--- src/rtl/rdc_pkg.sv ---
// rdc_pkg: shared types, constants and helper functions of the radix digit converter
// used by rdc_divider, rdc_digit_stack and radix_digit_converter
package rdc_pkg;

	localparam int VALUE_WIDTH = 31;
	localparam int DIGIT_W     = 6;
	localparam int CHAR_W      = 7;
	localparam int RADIX_W     = 6;
	localparam int MAX_DIGITS  = VALUE_WIDTH;
	localparam int STK_CNT_W   = $clog2(MAX_DIGITS + 1);
	localparam int STK_IDX_W   = $clog2(MAX_DIGITS);
	localparam int DIV_CNT_W   = $clog2(VALUE_WIDTH);
	localparam int PADDR_W     = 3;
	localparam int PDATA_W     = 32;

	localparam logic [RADIX_W-1:0] RADIX_MIN   = RADIX_W'(2);
	localparam logic [RADIX_W-1:0] RADIX_MAX   = RADIX_W'(36);
	localparam logic [RADIX_W-1:0] RADIX_RESET = RADIX_W'(2);
	localparam logic [DIGIT_W-1:0] DIGIT_NINE  = DIGIT_W'(9);
	localparam logic [CHAR_W-1:0]  ASCII_ZERO  = 7'h30;
	localparam logic [CHAR_W-1:0]  ASCII_A     = 7'h41;
	localparam logic [CHAR_W-1:0]  ALPHA_BASE  = 7'd10;

	// register word index, taken from paddr[2]
	localparam logic REG_RADIX = 1'b0;

	typedef enum logic [1:0] {
		S_IDLE,
		S_DIV_START,
		S_DIV_WAIT,
		S_EMIT
	} state_t;

	typedef struct packed {
		logic empty;
		logic last;
	} stack_stat_t;

	function automatic logic [RADIX_W-1:0] eff_radix(input logic [RADIX_W-1:0] r);
		logic [RADIX_W-1:0] res;
		res = r;
		if (r < RADIX_MIN)
			res = RADIX_MIN;
		else if (r > RADIX_MAX)
			res = RADIX_MAX;
		return res;
	endfunction

	function automatic logic [CHAR_W-1:0] digit_to_ascii(input logic [DIGIT_W-1:0] d);
		logic [CHAR_W-1:0] res;
		if (d <= DIGIT_NINE)
			res = ASCII_ZERO + CHAR_W'(d);
		else
			res = ASCII_A + (CHAR_W'(d) - ALPHA_BASE);
		return res;
	endfunction

endpackage

--- src/rtl/radix_digit_converter.sv ---
// radix_digit_converter: value to base-2..36 ascii digits, most significant first
// each digit takes one pass through the shared divider (load, 31 bit steps, result), then
// digits leave one beat per cycle while out_stall is low; a zero value skips the divider
// one value at a time: in_stall stays high until the last digit has entered the output register
// reset: arst_n asynchronous, radix returns to 2, output and digit stack empty
module radix_digit_converter (
	input  logic                             clk,
	input  logic                             arst_n,
	input  logic                             psel,
	input  logic                             penable,
	input  logic                             pwrite,
	input  logic [rdc_pkg::PADDR_W-1:0]      paddr,
	input  logic [rdc_pkg::PDATA_W-1:0]      pwdata,
	output logic [rdc_pkg::PDATA_W-1:0]      prdata,
	output logic                             pready,
	input  logic                             in_valid,
	output logic                             in_stall,
	input  logic [rdc_pkg::VALUE_WIDTH-1:0]  value,
	output logic                             out_valid,
	input  logic                             out_stall,
	output logic [rdc_pkg::CHAR_W-1:0]       digit_char,
	output logic                             last_digit
);
	import rdc_pkg::*;

	state_t state_q, state_d;

	logic [RADIX_W-1:0]     radix_q;
	logic [VALUE_WIDTH-1:0] value_q;
	logic                   out_valid_q;
	logic [CHAR_W-1:0]      char_q;
	logic                   last_q;

	logic                   in_acc;
	logic                   div_start;
	logic                   div_done;
	logic [VALUE_WIDTH-1:0] quot;
	logic [DIGIT_W-1:0]     rem;
	logic                   push;
	logic [DIGIT_W-1:0]     push_data;
	logic                   pop;
	logic [DIGIT_W-1:0]     top_data;
	stack_stat_t            stk;

	// config port
	assign pready = 1'b1;
	always_ff @(posedge clk or negedge arst_n) begin
		if (!arst_n) begin
			radix_q <= RADIX_RESET;
		end else if (psel && penable && pwrite && pready && (paddr[2] == REG_RADIX)) begin
			radix_q <= pwdata[RADIX_W-1:0];
		end
	end
	assign prdata = (paddr[2] == REG_RADIX) ? PDATA_W'(radix_q) : '0;

	assign in_stall = (state_q != S_IDLE);
	assign in_acc   = in_valid && !in_stall;

	rdc_divider u_div (
		.clk       (clk),
		.arst_n    (arst_n),
		.start     (div_start),
		.dividend  (value_q),
		.divisor   (eff_radix(radix_q)),
		.done      (div_done),
		.quotient  (quot),
		.remainder (rem)
	);

	rdc_digit_stack u_stk (
		.clk       (clk),
		.arst_n    (arst_n),
		.push      (push),
		.push_data (push_data),
		.pop       (pop),
		.top_data  (top_data),
		.stat      (stk)
	);

	always_comb begin
		state_d   = state_q;
		div_start = 1'b0;
		push      = 1'b0;
		push_data = rem;
		pop       = 1'b0;
		case (state_q)
			S_IDLE: begin
				if (in_acc) begin
					if (value == '0) begin
						// zero still gives one digit
						push      = 1'b1;
						push_data = '0;
						state_d   = S_EMIT;
					end else begin
						state_d = S_DIV_START;
					end
				end
			end
			S_DIV_START: begin
				div_start = 1'b1;
				state_d   = S_DIV_WAIT;
			end
			S_DIV_WAIT: begin
				if (div_done) begin
					push    = 1'b1;
					state_d = (quot == '0) ? S_EMIT : S_DIV_START;
				end
			end
			S_EMIT: begin
				if (!out_valid_q || !out_stall) begin
					pop = 1'b1;
					if (stk.last)
						state_d = S_IDLE;
				end
			end
			default: state_d = S_IDLE;
		endcase
	end

	always_ff @(posedge clk or negedge arst_n) begin
		if (!arst_n) begin
			state_q <= S_IDLE;
		end else begin
			state_q <= state_d;
		end
	end

	always_ff @(posedge clk) begin
		if (in_acc)
			value_q <= value;
		else if (div_done && state_q == S_DIV_WAIT)
			value_q <= quot;
	end

	// output register
	always_ff @(posedge clk or negedge arst_n) begin
		if (!arst_n) begin
			out_valid_q <= 1'b0;
		end else if (pop) begin
			out_valid_q <= 1'b1;
		end else if (!out_stall) begin
			out_valid_q <= 1'b0;
		end
	end

	always_ff @(posedge clk) begin
		if (pop) begin
			char_q <= digit_to_ascii(top_data);
			last_q <= stk.last;
		end
	end

	assign out_valid  = out_valid_q;
	assign digit_char = char_q;
	assign last_digit = last_q;

	assert property (@(posedge clk) disable iff (!arst_n)
		in_acc |-> stk.empty)
		else $error("new value accepted with digits left over");

	assert property (@(posedge clk) disable iff (!arst_n)
		(state_q == S_EMIT) |-> !stk.empty)
		else $error("emitting from an empty digit stack");

	assert property (@(posedge clk) disable iff (!arst_n)
		div_done |-> (state_q == S_DIV_WAIT))
		else $error("divider result outside wait state");

	assert property (@(posedge clk) disable iff (!arst_n)
		(pop && stk.last) |=> (state_q == S_IDLE && last_digit))
		else $error("last digit not flagged at end of run");

endmodule

--- src/rtl/rdc_divider.sv ---
// rdc_divider: restoring divider, one quotient bit per cycle
// divides a VALUE_WIDTH dividend by a 6-bit divisor; depends on rdc_pkg
module rdc_divider (
	input  logic                           clk,
	input  logic                           arst_n,
	input  logic                           start,
	input  logic [rdc_pkg::VALUE_WIDTH-1:0] dividend,
	input  logic [rdc_pkg::RADIX_W-1:0]     divisor,
	output logic                           done,
	output logic [rdc_pkg::VALUE_WIDTH-1:0] quotient,
	output logic [rdc_pkg::DIGIT_W-1:0]     remainder
);
	import rdc_pkg::*;

	logic [VALUE_WIDTH-1:0] dvd_q;
	logic [DIGIT_W-1:0]     rem_q;
	logic [RADIX_W-1:0]     dvs_q;
	logic [DIV_CNT_W-1:0]   cnt_q;
	logic                   busy_q;
	logic                   done_q;

	logic [DIGIT_W:0] shifted;
	logic [DIGIT_W:0] diff;
	logic             ge;

	assign shifted = {rem_q, dvd_q[VALUE_WIDTH-1]};
	assign diff    = shifted - {1'b0, dvs_q};
	assign ge      = shifted >= {1'b0, dvs_q};

	always_ff @(posedge clk or negedge arst_n) begin
		if (!arst_n) begin
			busy_q <= 1'b0;
			done_q <= 1'b0;
		end else begin
			done_q <= busy_q && (cnt_q == '0);
			if (start)
				busy_q <= 1'b1;
			else if (busy_q && (cnt_q == '0))
				busy_q <= 1'b0;
		end
	end

	always_ff @(posedge clk) begin
		if (start) begin
			dvd_q <= dividend;
			dvs_q <= divisor;
			rem_q <= '0;
			cnt_q <= DIV_CNT_W'(VALUE_WIDTH - 1);
		end else if (busy_q) begin
			dvd_q <= {dvd_q[VALUE_WIDTH-2:0], ge};
			rem_q <= ge ? diff[DIGIT_W-1:0] : shifted[DIGIT_W-1:0];
			cnt_q <= cnt_q - 1'b1;
		end
	end

	assign done      = done_q;
	assign quotient  = dvd_q;
	assign remainder = rem_q;

	// the partial remainder stays below the divisor
	assert property (@(posedge clk) disable iff (!arst_n)
		done |-> (remainder < dvs_q))
		else $error("divider remainder not below divisor");

	assert property (@(posedge clk) disable iff (!arst_n)
		start |=> busy_q)
		else $error("divider did not start");

	assert property (@(posedge clk) disable iff (!arst_n)
		done |-> !busy_q)
		else $error("divider done while busy");

endmodule

--- src/rtl/rdc_digit_stack.sv ---
// rdc_digit_stack: last-in first-out store of digits, reverses remainder order
// depends on rdc_pkg
module rdc_digit_stack (
	input  logic                       clk,
	input  logic                       arst_n,
	input  logic                       push,
	input  logic [rdc_pkg::DIGIT_W-1:0] push_data,
	input  logic                       pop,
	output logic [rdc_pkg::DIGIT_W-1:0] top_data,
	output rdc_pkg::stack_stat_t        stat
);
	import rdc_pkg::*;

	logic [DIGIT_W-1:0]   mem [MAX_DIGITS];
	logic [STK_CNT_W-1:0] cnt_q;
	logic [STK_CNT_W-1:0] cnt_d;
	logic [STK_CNT_W-1:0] nxt_top;
	logic [DIGIT_W-1:0]   top_q;

	always_comb begin
		cnt_d = cnt_q;
		if (push)
			cnt_d = cnt_q + 1'b1;
		else if (pop)
			cnt_d = cnt_q - 1'b1;
	end

	assign nxt_top = cnt_d - 1'b1;

	always_ff @(posedge clk or negedge arst_n) begin
		if (!arst_n) begin
			cnt_q <= '0;
		end else begin
			cnt_q <= cnt_d;
		end
	end

	always_ff @(posedge clk) begin
		if (push)
			mem[cnt_q[STK_IDX_W-1:0]] <= push_data;
	end

	// top entry is registered ahead of use from the next count, a push forwards its digit
	always_ff @(posedge clk) begin
		if (push)
			top_q <= push_data;
		else if (cnt_d != '0)
			top_q <= mem[nxt_top[STK_IDX_W-1:0]];
	end

	assign top_data   = top_q;
	assign stat.empty = (cnt_q == '0);
	assign stat.last  = (cnt_q == STK_CNT_W'(1));

	assert property (@(posedge clk) disable iff (!arst_n)
		push |-> (cnt_q < STK_CNT_W'(MAX_DIGITS)))
		else $error("digit stack overflow");

	assert property (@(posedge clk) disable iff (!arst_n)
		pop |-> !stat.empty)
		else $error("digit stack underflow");

	assert property (@(posedge clk) disable iff (!arst_n)
		push |-> !pop)
		else $error("digit stack push and pop together");

endmodule

--- config.mk ---
export PLATFORM = sky130hd
export DESIGN_NAME = radix_digit_converter
export DESIGN_NICKNAME = d
export VERILOG_FILES = /design/src/rtl/rdc_pkg.sv /design/src/rtl/radix_digit_converter.sv /design/src/rtl/rdc_divider.sv /design/src/rtl/rdc_digit_stack.sv
export SDC_FILE = /design/constraint.sdc
export NUM_CORES = 1
export LEC_CHECK = 0
export BUFFER_PORTS_ARGS = -buffer_cell sky130_fd_sc_hd__buf_2
export CAP_MARGIN = 25
export CORE_UTILIZATION = 50
export CTS_BUF_LIST = sky130_fd_sc_hd__clkbuf_8 sky130_fd_sc_hd__clkbuf_16
export DETAILED_ROUTE_END_ITERATION = 10
export HOLD_SLACK_MARGIN = 0.15
export PLACE_DENSITY = 0.74
export SLEW_MARGIN = 20
export SYNTH_ARGS = -nofsm -noshare
export SYNTH_HDL_FRONTEND = slang
export SYNTH_HIERARCHICAL = 1
export SYNTH_SLANG_ARGS = --single-unit
--- constraint.sdc ---
create_clock -name clk -period 8.2 [get_ports clk]
set_input_delay 2.46 -clock clk [delete_from_list [all_inputs] [get_ports clk]]
set_output_delay 2.46 -clock clk [all_outputs]
set_load 0.01 [all_outputs]
==> results of run 1 <==
metal layers:
metal | wire length [µm] | GRT usage
met5 | 0 | 0
met4 | 989 | 0.0845
met3 | 2420 | 0.0375
met2 | 14100 | 0.350
met1 | 12300 | 0.288
flip-flops by register name, indices dropped and copies added, names as in the netlist, 6 cells and up:
| register | count |
|---|---|
| digit_char | 7 |
| u_stk/top_data | 6 |
| radix_q | 6 |
| u_div/remainder | 6 |
| u_div/dvs_q | 6 |
| value_q | 31 |
| u_stk/mem | 186 |
| u_div/quotient | 31 |
worst max-delay path, stage by stage:
cell,delay (ns)
sky130_fd_sc_hd__buf_2,0.12
sky130_fd_sc_hd__nor4_1,0.43
sky130_fd_sc_hd__nand4_1,0.31
sky130_fd_sc_hd__nor4_4,0.32
sky130_fd_sc_hd__buf_4,0.22
sky130_fd_sc_hd__o21bai_2,0.41
sky130_fd_sc_hd__buf_4,0.29
sky130_fd_sc_hd__nor3_1,0.08
sky130_fd_sc_hd__a22oi_1,0.45
sky130_fd_sc_hd__a211oi_4,0.19
sky130_fd_sc_hd__nor2_4,0.64
sky130_fd_sc_hd__mux4_1,0.46
sky130_fd_sc_hd__a211o_1,0.36
sky130_fd_sc_hd__a31oi_1,0.20
worst max path at each step:
stage                        end  slack (ns)
6_report       u_stk/top_data[2]        1.62
5_1_grt        u_stk/top_data[2]        1.47
3_3_place_gp   u_stk/top_data[0]        1.23
3_5_place_dp   u_stk/top_data[0]        1.16
4_1_cts        u_stk/top_data[0]        1.74
2_1_floorplan  u_stk/top_data[1]        2.50
per-stage QoR:
step / instances / worst slack (ns) / util
2_1_floorplan: 1013 / 2.50 / -
3_3_place_gp: 1365 / 1.23 / 0.530
3_5_place_dp: 1365 / 1.16 / 0.530
4_1_cts: 1422 / 1.74 / 0.570
5_1_grt: 1422 / 1.47 / 0.570
6_report: 1422 / 1.62 / 0.570
report_power, final:
part,internal [W],switching [W]
sequential,0.00211,0.000217
combinational,0.000997,0.00149
clock,0.000879,0.000573
total,0.00399,0.00228
cell type report:
type,count,area share
Clock buffer,31,0.0507
Clock inverter,26,0.0192
Inverter,31,0.00761
Multi-Input combinational cell,613,0.295
Sequential cell,295,0.567
Tap cell,341,0.0279
Timing Repair Buffer,85,0.0319
==> run_results.csv, run 1 <==
group,metric,value,unit
global_route,grt_first_pass_wirelength,46300,µm
cells_and_area,num-nets-final,1150,
power,p_per_area,410,nW/µm²
floorplan,die_w,167,µm
setup_path,timing.reg2reg.worst_path_depth,13,
clock_network,clk_root_buffer_cell,"sky130_fd_sc_hd__clkbuf_16",
yosys,synthesis.area,13600,µm²
sta,slew_viol_final,0,
sta,fin_hold_ws,0.515,ns
hold_path,holdCritPathClass,"flop to flop",
setup_path,worst-r2r-setup-slack,3.53,ns
floorplan,core_area,26800,µm²
place,portBuffers,60,
route,antenna_left,0,
floorplan,rows,60,
power,post-layout-total-power,0.00627,W
sta,finalCriticalPeriod,6.58,ns
cells_and_area,drive_gt1_frac,0.228,
global_route,grt_pass1_vias,8308,
cells_and_area,n_fill_cell,2093,
setup_path,cp-start-kind,"primary input",
setup_path,worstSetupEndpointType,"flop",
clock_network,post_cts_setup_bufs,0,
power,worst_ir_drop_vdd,0.214,mV
sta,final_min_period_over_clock_period,0.802,
route,drt_iter0_drc,749,
clock_network,cts_max_path_buffers,3,
yosys,yosys_warnings,6,
setup_path,timing.rr.end,"u_stk/top_data[2]",
global_route,grt_use_total,0.215,
route,num_vias,8540,
route,post_drt_via_cell_ratio,6.01,
yosys,syn-instance-count,988,
clock_network,clock_tree.htree_level_count,1,
hold_path,hold-path-endpoint,"u_div/cnt_q[1]",
sta,maxSlewHeadroom,0.341,
sta,timing.setup.tns,0,ns
setup_path,critical_path_class,"primary input to flop",
global_route,grt_start_max_net_pins,47,
clock_network,path_clk_slew,0.06,ns
route,remaining_drc_errors,0,
run_status,status,"completed",
sta,finClkSkew,0.0221,ns
setup_path,r2r_start,"state_q[1]",
place,postPlaceCellArea,14200,µm²
cells_and_area,multiInputGateArea,4520,µm²
clock_network,cts_hold_buffers,0,
yosys,average_footprint_of_a_synthesized_cell,13.8,µm²
sta,timing_worst_slew_pin_value,0.981,ns
clock_network,tritoncts_num_sinks,295,
clock_network,count_of_instances_resized_after_the_clock_tree_is_built,0,
hold_path,timing.hold.worst_path_depth,2,
setup_path,critPathArrivalTime,6.96,ns
route,wl_per_cell,20.9,µm
sta,hold_fails_final_rpt,0,
clock_network,insertion_delay,0.55,ns
cells_and_area,layout.area.seq,8670,µm²
cells_and_area,layout_common_cells,"268 x sky130_fd_sc_hd__edfxtp_1, 69 x sky130_fd_sc_hd__mux2_2, 68 x sky130_fd_sc_hd__nand2_1",
setup_path,path_max_fanout,25,
power,p_leak,5.52,nW
setup_path,worst_setup_path_startpoint,"value[26]",
cells_and_area,antenna_cells_inserted,0,
route,detailed_route_wl,29800,µm
hold_path,timing.hold.worst.start,"u_div/cnt_q[1]",
route,drt_pass1_iterations,7,
sta,setup_violations,0,
global_route,antenna_found_initial,0,
global_route,overflow,0,
cells_and_area,postLayoutCellArea,15300,µm²
clock_network,tritoncts,"built",
run,maxCapViolations,0,
cells_and_area,areaGrowthSynthToFinish,12.4,%
floorplan,die-height,167,µm
floorplan,dieArea,27900,µm²
place,detailed_placer_s_ending_hpwl,19100,µm
setup_path,worstPathRequired,8.58,ns
floorplan,design.portCount,116,
cells_and_area,final_common_cell,"sky130_fd_sc_hd__edfxtp_1",
clock_network,cts_buffers,31,
sta,max_clock_freq,152,MHz
sta,unrepaired_setup_endpoints_after_global_routing,"false",
place,gp_routability_congestion,0.932,
floorplan,floorplan.initialDensity,0.508,
Note: power is estimated with default switching activity, not from simulation.
==> run 2, diff against run 1 <==
==> constraint.sdc (replaced) <==
create_clock -name clk -period 6.4 [get_ports clk]
set_input_delay 1.92 -clock clk [delete_from_list [all_inputs] [get_ports clk]]
set_output_delay 1.92 -clock clk [all_outputs]
set_load 0.01 [all_outputs]
==> run 2 against run 1 <==
- global-route usage barely moved
- final area fell by 0.74%
- clock-buffer cell count did not move
- clock power rose by 8%
- sequential share of layout area rose by 0.42 points
- critical endpoint is now u_stk/top_data[0]
- sequential cell count did not move
- core utilization fell by 0.42 points
- cell count rose by 0.28%
- register-to-register slack got worse by 1.2 ns
- first-iteration DRC count fell by 4.8%
==> run_results.csv, run 2 (synthesis results as in run 1) <==
group,metric,value,unit
cells_and_area,final_common_cell,"sky130_fd_sc_hd__edfxtp_1",
clock_network,cts_max_path_buffers,3,
hold_path,holdCritPathClass,"flop to flop",
route,post_drt_via_cell_ratio,5.90,
place,detailed_placer_s_ending_hpwl,19100,µm
power,comb_power_share,0.416,
clock_network,tritoncts_num_sinks,295,
clock_network,clock_tree.htree_level_count,1,
sta,slew_viol_final,0,
sta,unrepaired_setup_endpoints_after_global_routing,"false",
route,antenna_left,0,
sta,max_clock_freq,180,MHz
clock_network,path_clk_slew,0.06,ns
route,remaining_drc_errors,0,
sta,hold_fails_final_rpt,0,
place,place_inst,1373,
floorplan,die_w,167,µm
power,p_per_area,513,nW/µm²
setup_path,critical_path_cell_by_cell,"buf_2 > nor4_1 > nand4_1 > nor4_4 > o21bai_2 > buf_4 > nand4b_1 > and3_4 > a211oi_4 > nor2_4 > mux2i_1 > o22ai_1 > a221o_1",
floorplan,core_area,26800,µm²
route,wl_per_cell,20.4,µm
route,detailed_route_wl,29100,µm
cells_and_area,largest_register_ff_count,186,
power,power_frac_seq,0.382,
clock_network,cts_buffers,29,
setup_path,timing.critical_path.slowest_cell_delay,0.51,ns
run,maxCapViolations,0,
power,p_leak,5.51,nW
floorplan,design.portCount,116,
clock_network,clk_root_buffer_cell,"sky130_fd_sc_hd__clkbuf_16",
run_status,status,"completed",
sta,finalCriticalPeriod,5.54,ns
route,drt_pass1_iterations,5,
clock_network,tritoncts,"built",
cells_and_area,antenna_cells_inserted,0,
power,power.switching_fraction,0.368,
cells_and_area,layout.cells.non_filler,1426,
floorplan,floorplan.initialDensity,0.508,
setup_path,worstSetupEndpointType,"flop",
sta,maxSlewHeadroom,0.439,
sta,timing_worst_slew_pin_value,0.839,ns
setup_path,r2r_start,"state_q[1]",
setup_path,worstPathRequired,6.70,ns
setup_path,critPathArrivalTime,5.84,ns
setup_path,worst_setup_path_startpoint,"value[26]",
sta,timing.setup.tns,0,ns
route,drt_iter0_drc,713,
clock_network,count_of_instances_resized_after_the_clock_tree_is_built,0,
floorplan,die-height,167,µm
power,worst_ir_drop_vdd,0.302,mV
clock_network,insertion_delay,0.54,ns
hold_path,timing.hold.worst.start,"u_div/cnt_q[4]",
setup_path,cp-start-kind,"primary input",
setup_path,path_max_fanout,19,
sta,finClkSkew,0.0154,ns
cells_and_area,layout_common_cells,"268 x sky130_fd_sc_hd__edfxtp_1, 69 x sky130_fd_sc_hd__mux2_2, 68 x sky130_fd_sc_hd__nand2_1",
cells_and_area,drive_gt1_frac,0.226,
cells_and_area,num-nets-final,1156,
global_route,grt_use_total,0.215,
power,clkPwrFrac,0.202,
floorplan,rows,60,
setup_path,critical_path.slowest_cell,"sky130_fd_sc_hd__nor2_4",
power,switching_power,0.00286,W
setup_path,critical_path_class,"primary input to flop",
route,num_vias,8414,
clock_network,cts_hold_buffers,0,
setup_path,timing.critical_path.max_delay_family,"simple AND/OR/NAND/NOR gates",
global_route,grt_start_max_net_pins,46,
global_route,grt_first_pass_wirelength,46300,µm
floorplan,dieArea,27900,µm²
setup_path,worstPathBufferInverterCount,2,
place,gp_routability_congestion,0.973,
clock_network,post_cts_setup_bufs,0,
sta,final_min_period_over_clock_period,0.866,
cells_and_area,areaGrowthSynthToFinish,11.5,%
sta,setup_violations,0,
power,p_int,0.00492,W
place,portBuffers,60,
global_route,antenna_found_initial,0,
global_route,overflow,0,
global_route,grt_pass1_vias,8215,
[run 2: layout make-up]
cell class	count	area [µm²]
Clock buffer	31	753
Inverter	31	116
Tap cell	341	427
Multi-Input combinational cell	613	4520
Fill cell	2109	11600
Sequential cell	295	8670
Clock inverter	22	131
Timing Repair Buffer	93	561
[run 2: per-layer routing]
metal / vias up / GRT usage / routed length, µm
li1: 3908 / - / -
met1: 4115 / 0.292 / 12300
met2: 333 / 0.354 / 13800
met3: 58 / 0.0378 / 2260
met4: 0 / 0.0652 / 810
met5: - / 0 / 0
[run 2: per-stage QoR]
stage | setup slack (ns) | hold slack [ns] | power (W) | util | cell area, µm²
2_1_floorplan | 1.24 | 0.458 | 0.00520 | - | 13700
3_5_place_dp | 0.321 | 0.479 | 0.00619 | 0.533 | 14300
5_1_grt | 0.656 | 0.523 | 0.00820 | 0.566 | 15200
4_1_cts | 0.872 | 0.498 | 0.00778 | 0.566 | 15200
6_report | 0.859 | 0.498 | 0.00778 | 0.566 | 15200
3_3_place_gp | 0.521 | 0.477 | 0.00611 | 0.533 | 14300
[run 2: final timing paths]
check                                         end  cells past startpoint  slack (ns)
worst max register to register  u_stk/top_data[0]                     12        2.29
worst min register to register     u_div/cnt_q[4]                      2        0.50
worst max-delay path            u_stk/top_data[0]                     13        0.86
min in group asynchronous              radix_q[5]                      1        1.30
max in group asynchronous              radix_q[1]                      1        4.78
worst min-delay path               u_div/cnt_q[4]                      2        0.50
[run 2: tightest hold or removal path, stage by stage (launching register included)]
cell and delay [ns]:
sky130_fd_sc_hd__dfxtp_1 0.34, sky130_fd_sc_hd__xnor2_1 0.07, sky130_fd_sc_hd__nand2_1 0.05
[run 2: power groups by stage]
stage	clock (W)	combinational (W)	sequential, W
after floorplan	0	0.00231	0.00289
after global placement	0	0.00311	0.00300
after detailed placement	0	0.00319	0.00300
after CTS	0.00160	0.00321	0.00297
after global routing	0.00168	0.00351	0.00301
final	0.00157	0.00324	0.00297
